**src/stc_pkg.sv**
```systemverilog
// shared types, constants and helper functions for the smpte timecode counter
// no dependencies; imported by every module of the block
package stc_pkg;

  // request kinds carried in tuser
  localparam logic REQ_ADVANCE = 1'b0;
  localparam logic REQ_LOAD    = 1'b1;

  // configuration register indexes
  localparam logic [1:0] CFG_FRAMES_PER_SECOND = 2'd0;
  localparam logic [1:0] CFG_DROP_FRAME        = 2'd1;
  localparam logic [1:0] CFG_DATE_MODE         = 2'd2;

  localparam int CFG_INDEX_W = 2;
  localparam int CFG_DATA_W  = 5;

  // configuration reset values
  localparam logic [4:0] FPS_RESET        = 5'd30;
  localparam logic       DROP_FRAME_RESET = 1'b0;
  localparam logic       DATE_MODE_RESET  = 1'b1;

  // load saturation limits
  localparam logic [6:0] HOURS_TOP   = 7'd99;
  localparam logic [5:0] MINUTES_TOP = 6'd59;
  localparam logic [5:0] SECONDS_TOP = 6'd59;
  localparam logic [4:0] FRAME_TOP   = 5'd29;
  localparam logic [6:0] YEAR_TOP    = 7'd99;
  localparam logic [3:0] MONTH_TOP   = 4'd12;
  localparam logic [4:0] DAY_TOP     = 5'd31;

  // counter wrap points
  localparam logic [6:0] SIXTY          = 7'd60;
  localparam logic [6:0] HOURS_PER_DAY  = 7'd24;
  localparam logic [6:0] HOURS_WRAP     = 7'd100;
  localparam logic [3:0] MONTH_FIRST    = 4'd1;
  localparam logic [3:0] MONTH_LAST     = 4'd12;
  localparam logic [4:0] DAY_FIRST      = 5'd1;
  localparam logic [6:0] YEAR_LAST      = 7'd99;
  localparam logic [4:0] DROP_FRAME_NUM = 5'd2;

  // configuration as seen by the datapath
  typedef struct packed {
    logic [4:0] frames_per_second;
    logic       drop_frame;
    logic       date_mode;
  } cfg_t;

  // input payload, last field in the lowest bits
  typedef struct packed {
    logic [4:0] load_day;
    logic [3:0] load_month;
    logic [6:0] load_year;
    logic [4:0] load_frame_number;
    logic [5:0] load_seconds;
    logic [5:0] load_minutes;
    logic [6:0] load_hours;
  } load_t;

  // timecode held as binary counts
  typedef struct packed {
    logic [6:0] year;
    logic [3:0] month;
    logic [4:0] day;
    logic [6:0] hours;
    logic [5:0] minutes;
    logic [5:0] seconds;
    logic [4:0] frame;
  } tc_t;

  // result payload in bcd, last field in the lowest bits
  typedef struct packed {
    logic [7:0] out_year_bcd;
    logic [4:0] out_month_bcd;
    logic [5:0] out_day_bcd;
    logic [7:0] out_hours_bcd;
    logic [6:0] out_minutes_bcd;
    logic [6:0] out_seconds_bcd;
    logic [5:0] out_frame_bcd;
  } bcd_t;

  localparam int IN_DATA_W  = 40;
  localparam int OUT_DATA_W = 48;
  localparam int OUT_PAD_W  = OUT_DATA_W - $bits(bcd_t);

  // binary 0..99 to two bcd digits, tens found by independent compares
  function automatic logic [7:0] bin_to_bcd(input logic [6:0] v);
    logic [3:0] tens;
    logic [6:0] units;
    tens = '0;
    for (int k = 1; k <= 9; k++) begin
      if (v >= 7'(10 * k)) tens = 4'(k);
    end
    units = v - 7'(7'(tens) * 7'd10);
    return {tens, units[3:0]};
  endfunction

  // days in a month, february by leap flag
  function automatic logic [4:0] month_days(input logic [3:0] m, input logic leap);
    logic [4:0] len;
    unique case (m)
      4'd2:                     len = leap ? 5'd29 : 5'd28;
      4'd4, 4'd6, 4'd9, 4'd11:  len = 5'd30;
      default:                  len = 5'd31;
    endcase
    return len;
  endfunction

endpackage

```
**src/stc_cfg_regs.sv**
```systemverilog
// configuration registers of the timecode counter
// depends on stc_pkg for register indexes and reset values
module stc_cfg_regs (
  input  logic                           clk,
  input  logic                           rst,
  input  logic                           cfg_valid,
  output logic                           cfg_ready,
  input  logic [stc_pkg::CFG_INDEX_W-1:0] cfg_index,
  input  logic [stc_pkg::CFG_DATA_W-1:0]  cfg_data,
  output stc_pkg::cfg_t                  cfg
);
  import stc_pkg::*;

  // writes are always taken
  assign cfg_ready = 1'b1;

  // register write decode, unknown indexes ignored
  always_ff @(posedge clk) begin
    if (rst) begin
      cfg.frames_per_second <= FPS_RESET;
      cfg.drop_frame        <= DROP_FRAME_RESET;
      cfg.date_mode         <= DATE_MODE_RESET;
    end else if (cfg_valid && cfg_ready) begin
      unique case (cfg_index)
        CFG_FRAMES_PER_SECOND: cfg.frames_per_second <= cfg_data;
        CFG_DROP_FRAME:        cfg.drop_frame        <= cfg_data[0];
        CFG_DATE_MODE:         cfg.date_mode         <= cfg_data[0];
        default: ;
      endcase
    end
  end

endmodule

```
**src/stc_step.sv**
```systemverilog
// next-timecode logic: load or frame advance, date step, drop-frame fixup
// depends on stc_pkg for types, limits and bcd helpers
module stc_step (
  input  stc_pkg::cfg_t  cfg,
  input  logic           req_type,
  input  stc_pkg::load_t load,
  input  stc_pkg::tc_t   st,
  output stc_pkg::tc_t   st_next,
  output stc_pkg::bcd_t  bcd_next
);
  import stc_pkg::*;

  logic       leap;
  logic       month_ok;
  logic [4:0] len;
  logic [5:0] day_inc;
  logic [6:0] year_n;
  logic [3:0] month_n;
  logic [4:0] day_n;
  logic [5:0] frame_inc;
  logic [6:0] sec_inc;
  logic [6:0] min_inc;
  logic [6:0] hour_inc;
  logic [7:0] min_bcd;
  tc_t        nx;

  // calendar step taken on a day wrap
  assign leap     = (st.year[1:0] == 2'b00) && (st.year != '0);
  assign month_ok = (st.month >= MONTH_FIRST) && (st.month <= MONTH_LAST);
  assign len      = month_days(st.month, leap);
  assign day_inc  = {1'b0, st.day} + 6'd1;

  always_comb begin
    year_n  = st.year;
    month_n = st.month;
    day_n   = st.day;
    if (month_ok) begin
      if (day_inc > {1'b0, len}) begin
        day_n = DAY_FIRST;
        if (st.month == MONTH_LAST) begin
          month_n = MONTH_FIRST;
          year_n  = (st.year == YEAR_LAST) ? '0 : st.year + 7'd1;
        end else begin
          month_n = st.month + 4'd1;
        end
      end else begin
        day_n = day_inc[4:0];
      end
    end
  end

  // cascaded counters
  assign frame_inc = {1'b0, st.frame} + 6'd1;
  assign sec_inc   = {1'b0, st.seconds} + 7'd1;
  assign min_inc   = {1'b0, st.minutes} + 7'd1;
  assign hour_inc  = st.hours + 7'd1;

  always_comb begin
    nx = st;
    if (req_type == REQ_LOAD) begin
      nx.hours   = (load.load_hours > HOURS_TOP) ? HOURS_TOP : load.load_hours;
      nx.minutes = (load.load_minutes > MINUTES_TOP) ? MINUTES_TOP : load.load_minutes;
      nx.seconds = (load.load_seconds > SECONDS_TOP) ? SECONDS_TOP : load.load_seconds;
      nx.frame   = (load.load_frame_number > FRAME_TOP) ? FRAME_TOP
                                                        : load.load_frame_number;
      nx.year    = (load.load_year > YEAR_TOP) ? YEAR_TOP : load.load_year;
      nx.month   = (load.load_month > MONTH_TOP) ? MONTH_TOP : load.load_month;
      nx.day     = (load.load_day > DAY_TOP) ? DAY_TOP : load.load_day;
    end else if (frame_inc < {1'b0, cfg.frames_per_second}) begin
      nx.frame = frame_inc[4:0];
    end else begin
      nx.frame = '0;
      if (sec_inc < SIXTY) begin
        nx.seconds = sec_inc[5:0];
      end else begin
        nx.seconds = '0;
        if (min_inc < SIXTY) begin
          nx.minutes = min_inc[5:0];
        end else begin
          nx.minutes = '0;
          nx.hours   = hour_inc;
          if (cfg.date_mode) begin
            if (hour_inc >= HOURS_PER_DAY) begin
              nx.hours = '0;
              nx.year  = year_n;
              nx.month = month_n;
              nx.day   = day_n;
            end
          end else if (hour_inc >= HOURS_WRAP) begin
            nx.hours = '0;
          end
        end
      end
    end
  end

  // drop-frame: skip frames 0 and 1 at minutes not a multiple of ten
  assign min_bcd = bin_to_bcd({1'b0, nx.minutes});

  always_comb begin
    st_next = nx;
    if (cfg.drop_frame && (min_bcd[3:0] != 4'd0) && (nx.seconds == '0) &&
        (nx.frame == '0)) begin
      st_next.frame = DROP_FRAME_NUM;
    end
  end

  // bcd view of the new timecode
  logic [7:0] frame_b, sec_b, hour_b, day_b, month_b, year_b;
  assign frame_b = bin_to_bcd({2'b00, st_next.frame});
  assign sec_b   = bin_to_bcd({1'b0, st_next.seconds});
  assign hour_b  = bin_to_bcd(st_next.hours);
  assign day_b   = bin_to_bcd({2'b00, st_next.day});
  assign month_b = bin_to_bcd({3'b000, st_next.month});
  assign year_b  = bin_to_bcd(st_next.year);

  assign bcd_next.out_frame_bcd   = frame_b[5:0];
  assign bcd_next.out_seconds_bcd = sec_b[6:0];
  assign bcd_next.out_minutes_bcd = min_bcd[6:0];
  assign bcd_next.out_hours_bcd   = hour_b;
  assign bcd_next.out_day_bcd     = day_b[5:0];
  assign bcd_next.out_month_bcd   = month_b[4:0];
  assign bcd_next.out_year_bcd    = year_b;

endmodule

```
**src/smpte_timecode_counter_top.sv**
```systemverilog
// top level of the smpte timecode counter: input register, state, result register
// depends on stc_pkg, stc_cfg_regs and stc_step
//
// usage:
//   s_axis carries one request word: tuser is the request kind (0 advance one
//   frame, 1 load), tdata holds the binary load fields. every accepted word
//   produces exactly one m_axis word holding the updated timecode in bcd.
//   cfg_valid/cfg_index/cfg_data write the rate, drop-frame and date-mode
//   registers; cfg_ready is always high. write them only while the block is idle.
// data flow and throughput:
//   a word waits in the input register, then the next-timecode logic
//   updates the state and the result register in the same edge. one word per
//   cycle is sustained while m_axis_tready stays high; the limit is the state
//   update loop through stc_step.
// reset:
//   rst clears the timecode to all zeros, empties both registers and restores
//   30 frames per second, drop-frame off, date mode on.
// stall:
//   while a result waits with m_axis_tready low, it holds, the state stops, and
//   an empty input register takes one more word before s_axis_tready drops.
module smpte_timecode_counter_top (
  input  logic                                 clk,
  input  logic                                 rst,
  // request word
  input  logic                                 s_axis_tvalid,
  output logic                                 s_axis_tready,
  // tdata: load_hours, load_minutes, load_seconds, load_frame_number,
  //        load_year, load_month, load_day
  input  logic [stc_pkg::IN_DATA_W-1:0]        s_axis_tdata,
  // tuser: req_type
  input  logic                                 s_axis_tuser,
  // result word
  output logic                                 m_axis_tvalid,
  input  logic                                 m_axis_tready,
  // tdata: out_frame_bcd, out_seconds_bcd, out_minutes_bcd, out_hours_bcd,
  //        out_day_bcd, out_month_bcd, out_year_bcd, one zero pad bit
  output logic [stc_pkg::OUT_DATA_W-1:0]       m_axis_tdata,
  // configuration write
  input  logic                                 cfg_valid,
  output logic                                 cfg_ready,
  input  logic [stc_pkg::CFG_INDEX_W-1:0]      cfg_index,
  input  logic [stc_pkg::CFG_DATA_W-1:0]       cfg_data
);
  import stc_pkg::*;

  cfg_t  cfg;
  logic  in_valid;
  logic  in_req;
  load_t in_load;
  tc_t   st;
  tc_t   st_next;
  bcd_t  bcd_next;
  bcd_t  res;
  logic  adv;

  stc_cfg_regs u_cfg (
    .clk       (clk),
    .rst       (rst),
    .cfg_valid (cfg_valid),
    .cfg_ready (cfg_ready),
    .cfg_index (cfg_index),
    .cfg_data  (cfg_data),
    .cfg       (cfg)
  );

  stc_step u_step (
    .cfg      (cfg),
    .req_type (in_req),
    .load     (in_load),
    .st       (st),
    .st_next  (st_next),
    .bcd_next (bcd_next)
  );

  // handshake: move a word on whenever the result slot is free or draining
  assign adv           = in_valid && (!m_axis_tvalid || m_axis_tready);
  assign s_axis_tready = !in_valid || adv;

  // input register
  always_ff @(posedge clk) begin
    if (rst) begin
      in_valid <= 1'b0;
    end else if (s_axis_tready) begin
      in_valid <= s_axis_tvalid;
    end
  end

  always_ff @(posedge clk) begin
    if (s_axis_tvalid && s_axis_tready) begin
      in_req  <= s_axis_tuser;
      in_load <= load_t'(s_axis_tdata);
    end
  end

  // timecode state
  always_ff @(posedge clk) begin
    if (rst) begin
      st <= '0;
    end else if (adv) begin
      st <= st_next;
    end
  end

  // result register
  always_ff @(posedge clk) begin
    if (rst) begin
      m_axis_tvalid <= 1'b0;
    end else if (adv) begin
      m_axis_tvalid <= 1'b1;
    end else if (m_axis_tready) begin
      m_axis_tvalid <= 1'b0;
    end
  end

  always_ff @(posedge clk) begin
    if (adv) begin
      res <= bcd_next;
    end
  end

  assign m_axis_tdata = {{OUT_PAD_W{1'b0}}, res};

  // a stalled result freezes the timecode
  a_stall_holds_state: assert property (@(posedge clk) disable iff (rst)
    (m_axis_tvalid && !m_axis_tready) |=> $stable(st))
    else $error("timecode changed while result stalled");

  // input side only blocks when a word is waiting
  a_ready_low_means_full: assert property (@(posedge clk) disable iff (rst)
    !s_axis_tready |-> (in_valid && m_axis_tvalid))
    else $error("input blocked with an empty register");

  // frame count never reaches 31
  a_frame_range: assert property (@(posedge clk) disable iff (rst)
    st.frame != 5'd31)
    else $error("frame count out of range");

  // with drop-frame on, no produced result shows a dropped frame 0
  a_drop_applied: assert property (@(posedge clk) disable iff (rst)
    (adv && cfg.drop_frame) |=>
      !((res.out_frame_bcd == '0) && (res.out_seconds_bcd == '0) &&
        (res.out_minutes_bcd[3:0] != 4'd0)))
    else $error("drop-frame numbering not applied");

endmodule

```
**config.mk**
```make
export PLATFORM = sky130hd
export DESIGN_NAME = smpte_timecode_counter_top
export DESIGN_NICKNAME = d
export VERILOG_FILES = /design/src/stc_pkg.sv /design/src/stc_cfg_regs.sv /design/src/stc_step.sv /design/src/smpte_timecode_counter_top.sv
export SDC_FILE = /design/constraint.sdc
export NUM_CORES = 1
export LEC_CHECK = 0
export ABC_AREA = 1
export BUFFER_PORTS_ARGS = -buffer_cell sky130_fd_sc_hd__clkbuf_2
export CORE_MARGIN = 4
export CORE_UTILIZATION = 25
export CTS_BUF_LIST = sky130_fd_sc_hd__clkbuf_8
export CTS_CLUSTER_DIAMETER = 100
export DETAILED_ROUTE_END_ITERATION = 6
export PLACE_DENSITY_LB_ADDON = 0.05
export SYNTH_ARGS = -nofsm -noshare
export SYNTH_HDL_FRONTEND = slang
export SYNTH_SLANG_ARGS = --single-unit
```
**constraint.sdc**
```tcl
create_clock -name clk -period 5.3 [get_ports clk]
set_clock_uncertainty 0.15 [all_clocks]
set_input_delay 0.795 -clock clk [delete_from_list [all_inputs] [get_ports clk]]
set_output_delay 0.795 -clock clk [all_outputs]
set_load 0.005 [all_outputs]
```
==> flow_summary.json, run 1 <==
{
  "status": "completed",
  "power.density_nw_per_um2": 287,
  "dp_hpwl_um": 15300,
  "synthTopCellsByArea": "edfxtp_1 (34%), dfxtp_1 (13%), nand2_1 (8.4%)",
  "use_met1_pct": 15.5,
  "layout_commonest_cell": "nand2_1",
  "holdWs_ns": 0.348,
  "cts_tree": "yes",
  "initial_utilization_pct": 25.4,
  "grt-ovfl-total": 0,
  "hp-class": "in2reg",
  "grt_pass1_vias": 6518,
  "preCtsSetupSlack_ns": 0.0843,
  "antenna_found_initial": 0,
  "via_per_inst": 4.44,
  "met3_usage_pct": 3.00,
  "synth_seq_area_share_pct": 46.3,
  "final_antenna_net_count": 0,
  "critPathArrivalTime_ns": 5.01,
  "diodes": 0,
  "area_delta_synth_final_pct": 19.0,
  "core_um2": 30700,
  "cp-start-kind": "flop",
  "cts_root_buffer": "clkbuf_8",
  "crit_type": "reg2reg",
  "synth_top_cell_area_share_pct": 33.8,
  "period_share_pct": 93.2,
  "clk_path_buf_depth": 2,
  "clkTransAtPathRegs_ns": 0.08,
  "syn_avg_cell_area_um2": 8.28,
  "wl_um": 21200,
  "post-route-util_pct": 30.3,
  "p_total_mw": 2.67,
  "drv_cap": 0,
  "slowest_delay_ns": 0.48,
  "layout_setup_ws_ns": 0.360,
  "required_ns": 5.37,
  "slew_headroom_pct": 27.1,
  "grt_first_pass_wirelength_um": 34100,
  "final_cell_mix": "nand2_1 (174), inv_1 (151), clkbuf_2 (101), edfxtp_1 (88), o21ai_0 (72)",
  "vias": 6495,
  "row_count": 64,
  "crit_fanout": 5,
  "cts_made_buffers": 17,
  "stdcell_count": 1463,
  "drc": 0,
  "clkSinkCount": 137,
  "grt_usage_pct": 12.7,
  "hold_violations": 0,
  "synth_edf_count": 88,
  "grt-busiest-layer": "met2",
  "final-setup-viol-count": 0,
  "slowest_stage": "fa_1",
  "portBuffers": 101,
  "die_y_um": 185,
  "drtPass1Iterations": 4,
  "setup.worst_path.end_class": "flop",
  "yosys_warnings": 0,
  "synth-main-ff-cell": "edfxtp_1",
  "power.leakage_nw": 4.27,
  "gp_congestion": 0.776,
  "layout-drive-gt1-share_pct": 20.1,
  "ys_async_sr_fraction_pct": 0,
  "rsz0062_at_grt": "yes",
  "die_x_um": 185,
  "nets": 1139,
  "place_inst": 1425,
  "htreeDepth": 4,
  "routedWlPerCell_um": 14.5,
  "ys_ff_latch": 137,
  "drv_slew": 0,
  "dieArea_um2": 34200,
  "period_needed_ns": 4.94,
  "drt_iter0_drc": 317,
  "gr-usage-met2_pct": 22.3,
  "synth.distinct_cells": 55,
  "ctsHoldBuffers": 0,
  "tightest_slew_ns": 1.08,
  "irDropWorstVdd_mv": 0.130,
  "timing.fmax_mhz": 202,
  "ios": 104,
  "grt_max_degree": 54,
  "yosysTopAreaCell": "edfxtp_1",
  "synth_nets": 1029,
  "syn_inst": 944,
  "insertion_delay_ns": 0.47,
  "syn-cell-area_um2": 7820
}
state kept, by name (all words and copies together), names as in the netlist:
register,flops
st,40
in_valid,1
m_axis_tvalid,1
in_load,40
u_cfg.cfg,7
m_axis_tdata,47
in_req,1
per-stage QoR:
step | TNS [ns] | area [um2]
floorplan | 0 | 7820
finish | 0 | 9310
global placement | 0 | 8780
global route | -0.0861 | 9310
detailed placement | 0 | 8780
CTS | 0 | 9170
final cells by class:
cell class              count  area, um2
multi-input cells         626       3580
clock buffers              18        248
flip-flops and latches    137       3630
repair buffers            116        622
clock inverters            14        141
inverters                 156        591
well taps                 396        495
fillers                  3359      21400
path summary, 6_finish.rpt:
kind,start,to,slack [ns],cells after the start
max,st[0]$_SDFFE_PP0P_,m_axis_tdata[3]$_DFFE_PP_,0.36,29
min,s_axis_tdata[28],in_load[28]$_DFFE_PP_,0.35,1
max reg2reg,st[0]$_SDFFE_PP0P_,m_axis_tdata[3]$_DFFE_PP_,0.36,29
min reg2reg,m_axis_tvalid$_SDFFE_PP0P_,m_axis_tvalid$_SDFFE_PP0P_,0.36,2
cells in the mapped netlist (all sizes together) (2+ instances only):
library cell,count
edfxtp,88
nand3,75
nor2,79
o31ai,6
a21oi,63
o21a,2
nor4,2
nand2,189
xor2,12
nor3,12
dfxtp,49
fa,5
o211ai,10
xnor2,6
o21ai,86
conb,2
ha,27
inv,155
nand4,19
buf,7
or2,3
clkbuf,19
a31oi,6
a22oi,2
nand3b,5
o22ai,4
metal layers:
layer  up-vias  part of all wire [%]
met5         -                     0
met4         0                   1.3
met3        15                   4.0
met2        98                    51
met1      2995                    44
li1       3387                     -
power by group:
part           total [mW]  internal, mW  leakage, nW  switching, mW
logic               0.510         0.185         2.81          0.325
registers            1.29          1.24         1.25         0.0462
clock network       0.877         0.464        0.216          0.412
repair_timing:
action                                  4_1_cts  5_1_grt
endpoints found under the setup margin        0        3
gates resized for setup                       0       28
buffers inserted                              0        5
cells by family after synthesis:
family	share of synthesized area, %
simple gates	23.1
compound gates	13.8
buf+inv	9.06
flops	46.3
fa+ha+maj	5.60
xor+xnor	2.02
other cells	0.0960
worst max-delay path, delay by kind of cell, from the launching register on:
family	cells	cell delay (ns)
adder cells (fa/ha/maj)	6	1.54
AND/OR/NAND/NOR	12	1.28
XOR/XNOR	3	0.43
AO/OA/AOI/OAI	6	0.86
flip-flops	1	0.36
buffers and inverters	2	0.09
Note: power is estimated with default switching activity, not from simulation.
==> inputs of run 2 (changes only) <==
==> constraint.sdc (replaced) <==
create_clock -name clk -period 5.3 [get_ports clk]
set_clock_uncertainty 0.15 [all_clocks]
set_input_delay 0.265 -clock clk [delete_from_list [all_inputs] [get_ports clk]]
set_output_delay 0.265 -clock clk [all_outputs]
set_load 0.005 [all_outputs]
==> flow_summary.json, run 2 (synthesized netlist as in run 1, its figures left out) <==
{
  "slowest_stage": "fa_1",
  "via_per_inst": 4.41,
  "p_switching_mw": 0.843,
  "routedWlPerCell_um": 14.4,
  "crit_fanout": 6,
  "dieArea_um2": 34200,
  "setup.worst_path.end_class": "flop",
  "htreeDepth": 4,
  "drv_cap": 0,
  "clkPwrFrac_pct": 33.6,
  "dp_hpwl_um": 15300,
  "cp_num_buf_inv": 3,
  "row_count": 64,
  "clkTransAtPathRegs_ns": 0.10,
  "antenna_found_initial": 0,
  "initial_utilization_pct": 25.4,
  "swShare_pct": 30.5,
  "cpLargestDelayFamily": "adder cells",
  "cp_common_cell": "nand2_1",
  "required_ns": 5.36,
  "core_um2": 30700,
  "preCtsSetupSlack_ns": 0.101,
  "post-route-util_pct": 32.2,
  "clk_path_buf_depth": 2,
  "cts_tree": "yes",
  "final_cell_mix": "nand2_1 (174), inv_1 (148), clkbuf_2 (101), edfxtp_1 (88), o21ai_0 (72)",
  "insertion_delay_ns": 0.45,
  "drv_slew": 0,
  "cts_root_buffer": "clkbuf_8",
  "gp_congestion": 0.779,
  "grt_first_pass_wirelength_um": 35200,
  "holdWs_ns": 0.241,
  "cp-start-kind": "flop",
  "slowest_delay_ns": 0.47,
  "timing.fmax_mhz": 204,
  "final-setup-viol-count": 0,
  "die_y_um": 185,
  "slew_headroom_pct": 25.7,
  "fin_area_um2": 9900,
  "period_needed_ns": 4.90,
  "hold_end": "u_cfg.cfg[4]$_SDFFE_PP1P_",
  "period_share_pct": 92.4,
  "vias": 6700,
  "area_delta_synth_final_pct": 26.5,
  "layout_setup_ws_ns": 0.403,
  "cts_made_buffers": 17,
  "nets": 1195,
  "grt_pass1_vias": 6576,
  "r2r-start": "st[0]$_SDFFE_PP0P_",
  "layout-drive-gt1-share_pct": 19.9,
  "nFillCells": 3309,
  "diodes": 0,
  "min_path_cells": 5,
  "power.leakage_nw": 4.49,
  "clkSinkCount": 137,
  "p_comb_share_pct": 19.8,
  "largest_reg_flops": 47,
  "regArea_um2": 3630,
  "power.density_nw_per_um2": 279,
  "seqPwrFrac_pct": 46.6,
  "grt_usage_pct": 13.1,
  "drt_iter0_drc": 243,
  "multi_input_area_um2": 3590,
  "critPathArrivalTime_ns": 4.96,
  "placed_area_um2": 8790,
  "crit_type": "reg2reg",
  "layout_commonest_cell": "nand2_1",
  "drtPass1Iterations": 5,
  "final_antenna_net_count": 0,
  "tightest_slew_ns": 1.11,
  "worstHoldStart": "cfg_valid",
  "grt-ovfl-total": 0,
  "grt_max_degree": 54,
  "worstRegToRegCells": 30,
  "portBuffers": 101,
  "r2r_end": "m_axis_tdata[3]$_DFFE_PP_",
  "hp-class": "in2reg",
  "hold_violations": 0,
  "irDropWorstVdd_mv": 0.109,
  "wl_um": 21900,
  "setup-tns-final_ns": 0,
  "p_int_mw": 1.92,
  "die_x_um": 185,
  "status": "completed",
  "drc": 0,
  "r2r_setup_slack_ns": 0.40,
  "ios": 104
}
[run 2: changes by cell type in the layout (fill, tap and decap cells not counted), sizes merged]
| cell | previous run | this run |
|---|---|---|
| buf | 15 | 16 |
| nor2 | 79 | 80 |
| clkinv | 8 | 7 |
| clkinvlp | 0 | 3 |
| inv | 159 | 158 |
| dlygate4sd3 | 0 | 54 |
| clkbuf | 119 | 118 |
[run 2: how the worst max path moves through the flow]
stage / start / to / slack, ns / depth (start not counted)
5_1_grt: st[0]$_SDFFE_PP0P_ / m_axis_tdata[42]$_DFFE_PP_ / -0.02 / 30
6_report: st[0]$_SDFFE_PP0P_ / m_axis_tdata[3]$_DFFE_PP_ / 0.40 / 30
3_5_place_dp: st[0]$_SDFFE_PP0P_ / m_axis_tdata[3]$_DFFE_PP_ / 0.10 / 30
2_1_floorplan: st[2]$_SDFFE_PP0P_ / m_axis_tdata[3]$_DFFE_PP_ / 0.58 / 34
4_1_cts: st[2]$_SDFFE_PP0P_ / m_axis_tdata[3]$_DFFE_PP_ / 0.08 / 32
3_3_place_gp: st[0]$_SDFFE_PP0P_ / m_axis_tdata[3]$_DFFE_PP_ / 0.21 / 30
[run 2: through the flow]
| step | instances | total power [mW] |
|---|---|---|
| after floorplan | 944 | 1.65 |
| after global placement | 1427 | 1.83 |
| after detailed placement | 1427 | 1.82 |
| after CTS | 1513 | 2.81 |
| after global routing | 1519 | 2.97 |
| final | 1519 | 2.76 |
[run 2: per-layer routing]
metal	track usage, %	wire length, um	vias to the layer above
li1	-	-	3496
met1	16.7	10100	3097
met2	23.1	11000	103
met3	2.59	686	4
met4	2.55	112	0
met5	0	0	-
[run 2: worst min-delay path, stage by stage]
cell and delay [ns]:
clkbuf_2 0.10, inv_1 0.09, nor3_1 0.17, nand2_1 0.10
o211ai_1 0.07
[run 2: layout make-up]
| type | count | share of cell area [%] |
|---|---|---|
| inverter | 156 | 5.97 |
| clock buffer | 17 | 2.36 |
| timing repair buffer | 171 | 11.9 |
| clock inverter | 15 | 1.81 |
| multi-input combinational | 627 | 36.3 |
| tap | 396 | 5.01 |
| sequential | 137 | 36.7 |
[run 2: what timing repair did]
action                                 4_1_cts  5_1_grt
endpoints found under the hold margin       50        0
resized for setup                            0       31
setup buffers                                0        4
hold buffers                                54        0
setup endpoints to repair                    0        3
[run 2: power groups by stage]
stage | registers, mW | logic, mW | clock network, mW
3_5_place_dp | 1.31 | 0.512 | 0
3_3_place_gp | 1.31 | 0.516 | 0
2_1_floorplan | 1.30 | 0.349 | 0
4_1_cts | 1.29 | 0.545 | 0.973
5_1_grt | 1.30 | 0.639 | 1.03
6_report | 1.29 | 0.547 | 0.929
==> inputs of run 3 (changes only) <==
Settings changed: SYNTH_HIERARCHICAL set to 1.
==> flow_summary.json, run 3 <==
{
  "status": "completed",
  "synth_most_common_cell": "nand2_1",
  "yosysTopAreaCell": "edfxtp_1",
  "final_antenna_net_count": 0,
  "dp_hpwl_um": 16700,
  "drv_slew": 0,
  "wl_um": 23700,
  "drv_cap": 0,
  "drtPass1Iterations": 4,
  "grt_usage_pct": 13.3,
  "ys_ff_latch": 137,
  "cts_root_buffer": "clkbuf_8",
  "clk_path_buf_depth": 2,
  "cp-start-kind": "flop",
  "cts_tree": "yes",
  "synth-main-ff-cell": "edfxtp_1",
  "ys_async_sr_fraction_pct": 0,
  "placed_area_um2": 9360,
  "via_per_inst": 4.35,
  "htreeDepth": 4,
  "tightest_slew_ns": 1.09,
  "grt-ovfl-total": 0,
  "clkSinkCount": 137,
  "gp_congestion": 0.813,
  "largest_reg_flops": 47,
  "routedWlPerCell_um": 14.2,
  "portBuffers": 101,
  "yosys_warnings": 6,
  "core_um2": 32700,
  "rsz0062_at_grt": "yes",
  "grt_pass1_vias": 7201,
  "required_ns": 5.35,
  "drc": 0,
  "syn-cell-area_um2": 8320,
  "setup.worst_path.end_class": "flop",
  "irDropWorstVdd_mv": 0.149,
  "fin_area_um2": 10600,
  "crit_fanout": 5,
  "row_count": 66,
  "layout-drive-gt1-share_pct": 23.0,
  "grt_first_pass_wirelength_um": 38400,
  "power.leakage_nw": 4.80,
  "syn_inst": 1022,
  "die_x_um": 190,
  "vias": 7226,
  "hp-class": "in2reg",
  "diodes": 0,
  "antenna_found_initial": 0,
  "syn_avg_cell_area_um2": 8.14,
  "synthTopCellsByArea": "edfxtp_1 (32%), dfxtp_1 (12%), nand2_1 (8.1%)",
  "crit_type": "reg2reg",
  "synth_edf_count": 88,
  "die_y_um": 190,
  "synth_seq_area_share_pct": 43.5,
  "timing.fmax_mhz": 191,
  "initial_utilization_pct": 25.5,
  "final-setup-viol-count": 0,
  "insertion_delay_ns": 0.47,
  "area_delta_synth_final_pct": 27.9,
  "slew_headroom_pct": 27.7,
  "synth_nets": 1107,
  "dieArea_um2": 36300,
  "ys_top_cells_by_count": "nand2_1 (180), inv_1 (177), nor2_1 (95), edfxtp_1 (88), nand3_1 (88)",
  "power.density_nw_per_um2": 266,
  "hold_violations": 0,
  "clkTransAtPathRegs_ns": 0.09,
  "holdWs_ns": 0.0824,
  "cts_made_buffers": 17,
  "synth.distinct_cells": 55,
  "critPathArrivalTime_ns": 5.28,
  "final_cell_mix": "inv_1 (173), nand2_1 (173), clkbuf_2 (101), nor2_1 (93), edfxtp_1 (88)",
  "period_share_pct": 98.6,
  "period_needed_ns": 5.23,
  "slowest_stage": "fa_2",
  "synth_top_cell_area_share_pct": 31.7,
  "ios": 104,
  "nets": 1292,
  "drt_iter0_drc": 346,
  "grt_max_degree": 82,
  "slowest_delay_ns": 0.39
}
[run 3: repair_timing]
action	CTS	global route
buffers inserted	1	12
resized for setup	10	46
pin swaps	4	16
hold endpoints to repair	50	0
hold buffers	59	0
endpoints found under the setup margin	1	4
[run 3: layout make-up]
cell class	instances	area [um2]
inverter	184	693
multi-input combinational	659	3900
fill	3584	22100
tap	442	553
clock inverter	15	166
sequential	137	3640
timing repair buffer	208	1460
clock buffer	17	234
[run 3: final timing paths]
kind / startpoint / endpoint / depth (start not counted) / slack, ns
max: st[1]$_SDFFE_PP0P_ / m_axis_tdata[3]$_DFFE_PP_ / 30 / 0.07
min: cfg_valid / u_cfg/cfg[2]$_SDFFE_PP0P_ / 3 / 0.08
min reg2reg: u_cfg/cfg[6]$_SDFFE_PP1P_ / u_cfg/cfg[6]$_SDFFE_PP1P_ / 2 / 0.31
max reg2reg: st[1]$_SDFFE_PP0P_ / m_axis_tdata[3]$_DFFE_PP_ / 30 / 0.07
[run 3: power by group]
group	internal (mW)	switching (mW)	total, mW
Clock	0.497	0.425	0.922
Combinational	0.256	0.353	0.609
Sequential	1.24	0.0571	1.30
[run 3: stage by stage]
stage                     worst slack [ns]  util, %  setup TNS (ns)  std cells  total power, mW
after global placement              -0.101     28.6          -0.101       1558             1.88
after CTS                          0.00600     31.8               0       1650             2.86
after global routing                -0.221     32.6          -0.259       1662             3.02
final                               0.0721     32.6               0       1662             2.83
after floorplan                      0.171        -               0       1022             1.69
after detailed placement            -0.196     28.6          -0.196       1558             1.87
[run 3: critical path: cells and delay by family (launching register included)]
family                   cells  cell delay, ns
flip-flops                   1            0.37
AND/OR/NAND/NOR              9            0.75
XOR/XNOR                     4            0.69
AO/OA/AOI/OAI                6            0.85
buffers and inverters        5            0.53
adder cells (fa/ha/maj)      6            1.57
[run 3: per-layer routing]
layer / share of wire, % / vias to the layer above / global-route usage (%)
li1: - / 3741 / -
met1: 50 / 3346 / 18.4
met5: 0 / - / 0
met2: 45 / 119 / 20.9
met4: 1.4 / 0 / 3.84
met3: 3.4 / 20 / 2.98
[run 3: cell families after synthesis]
group                    Yosys count  synth area share (%)
buffers and inverters            226                  11.9
XOR/XNOR                          20                  2.10
AO/OA/AOI/OAI                    163                  11.7
adder cells (fa/ha/maj)           32                  5.35
other                              2                0.0902
flip-flops                       137                  43.5
AND/OR/NAND/NOR                  442                  25.4
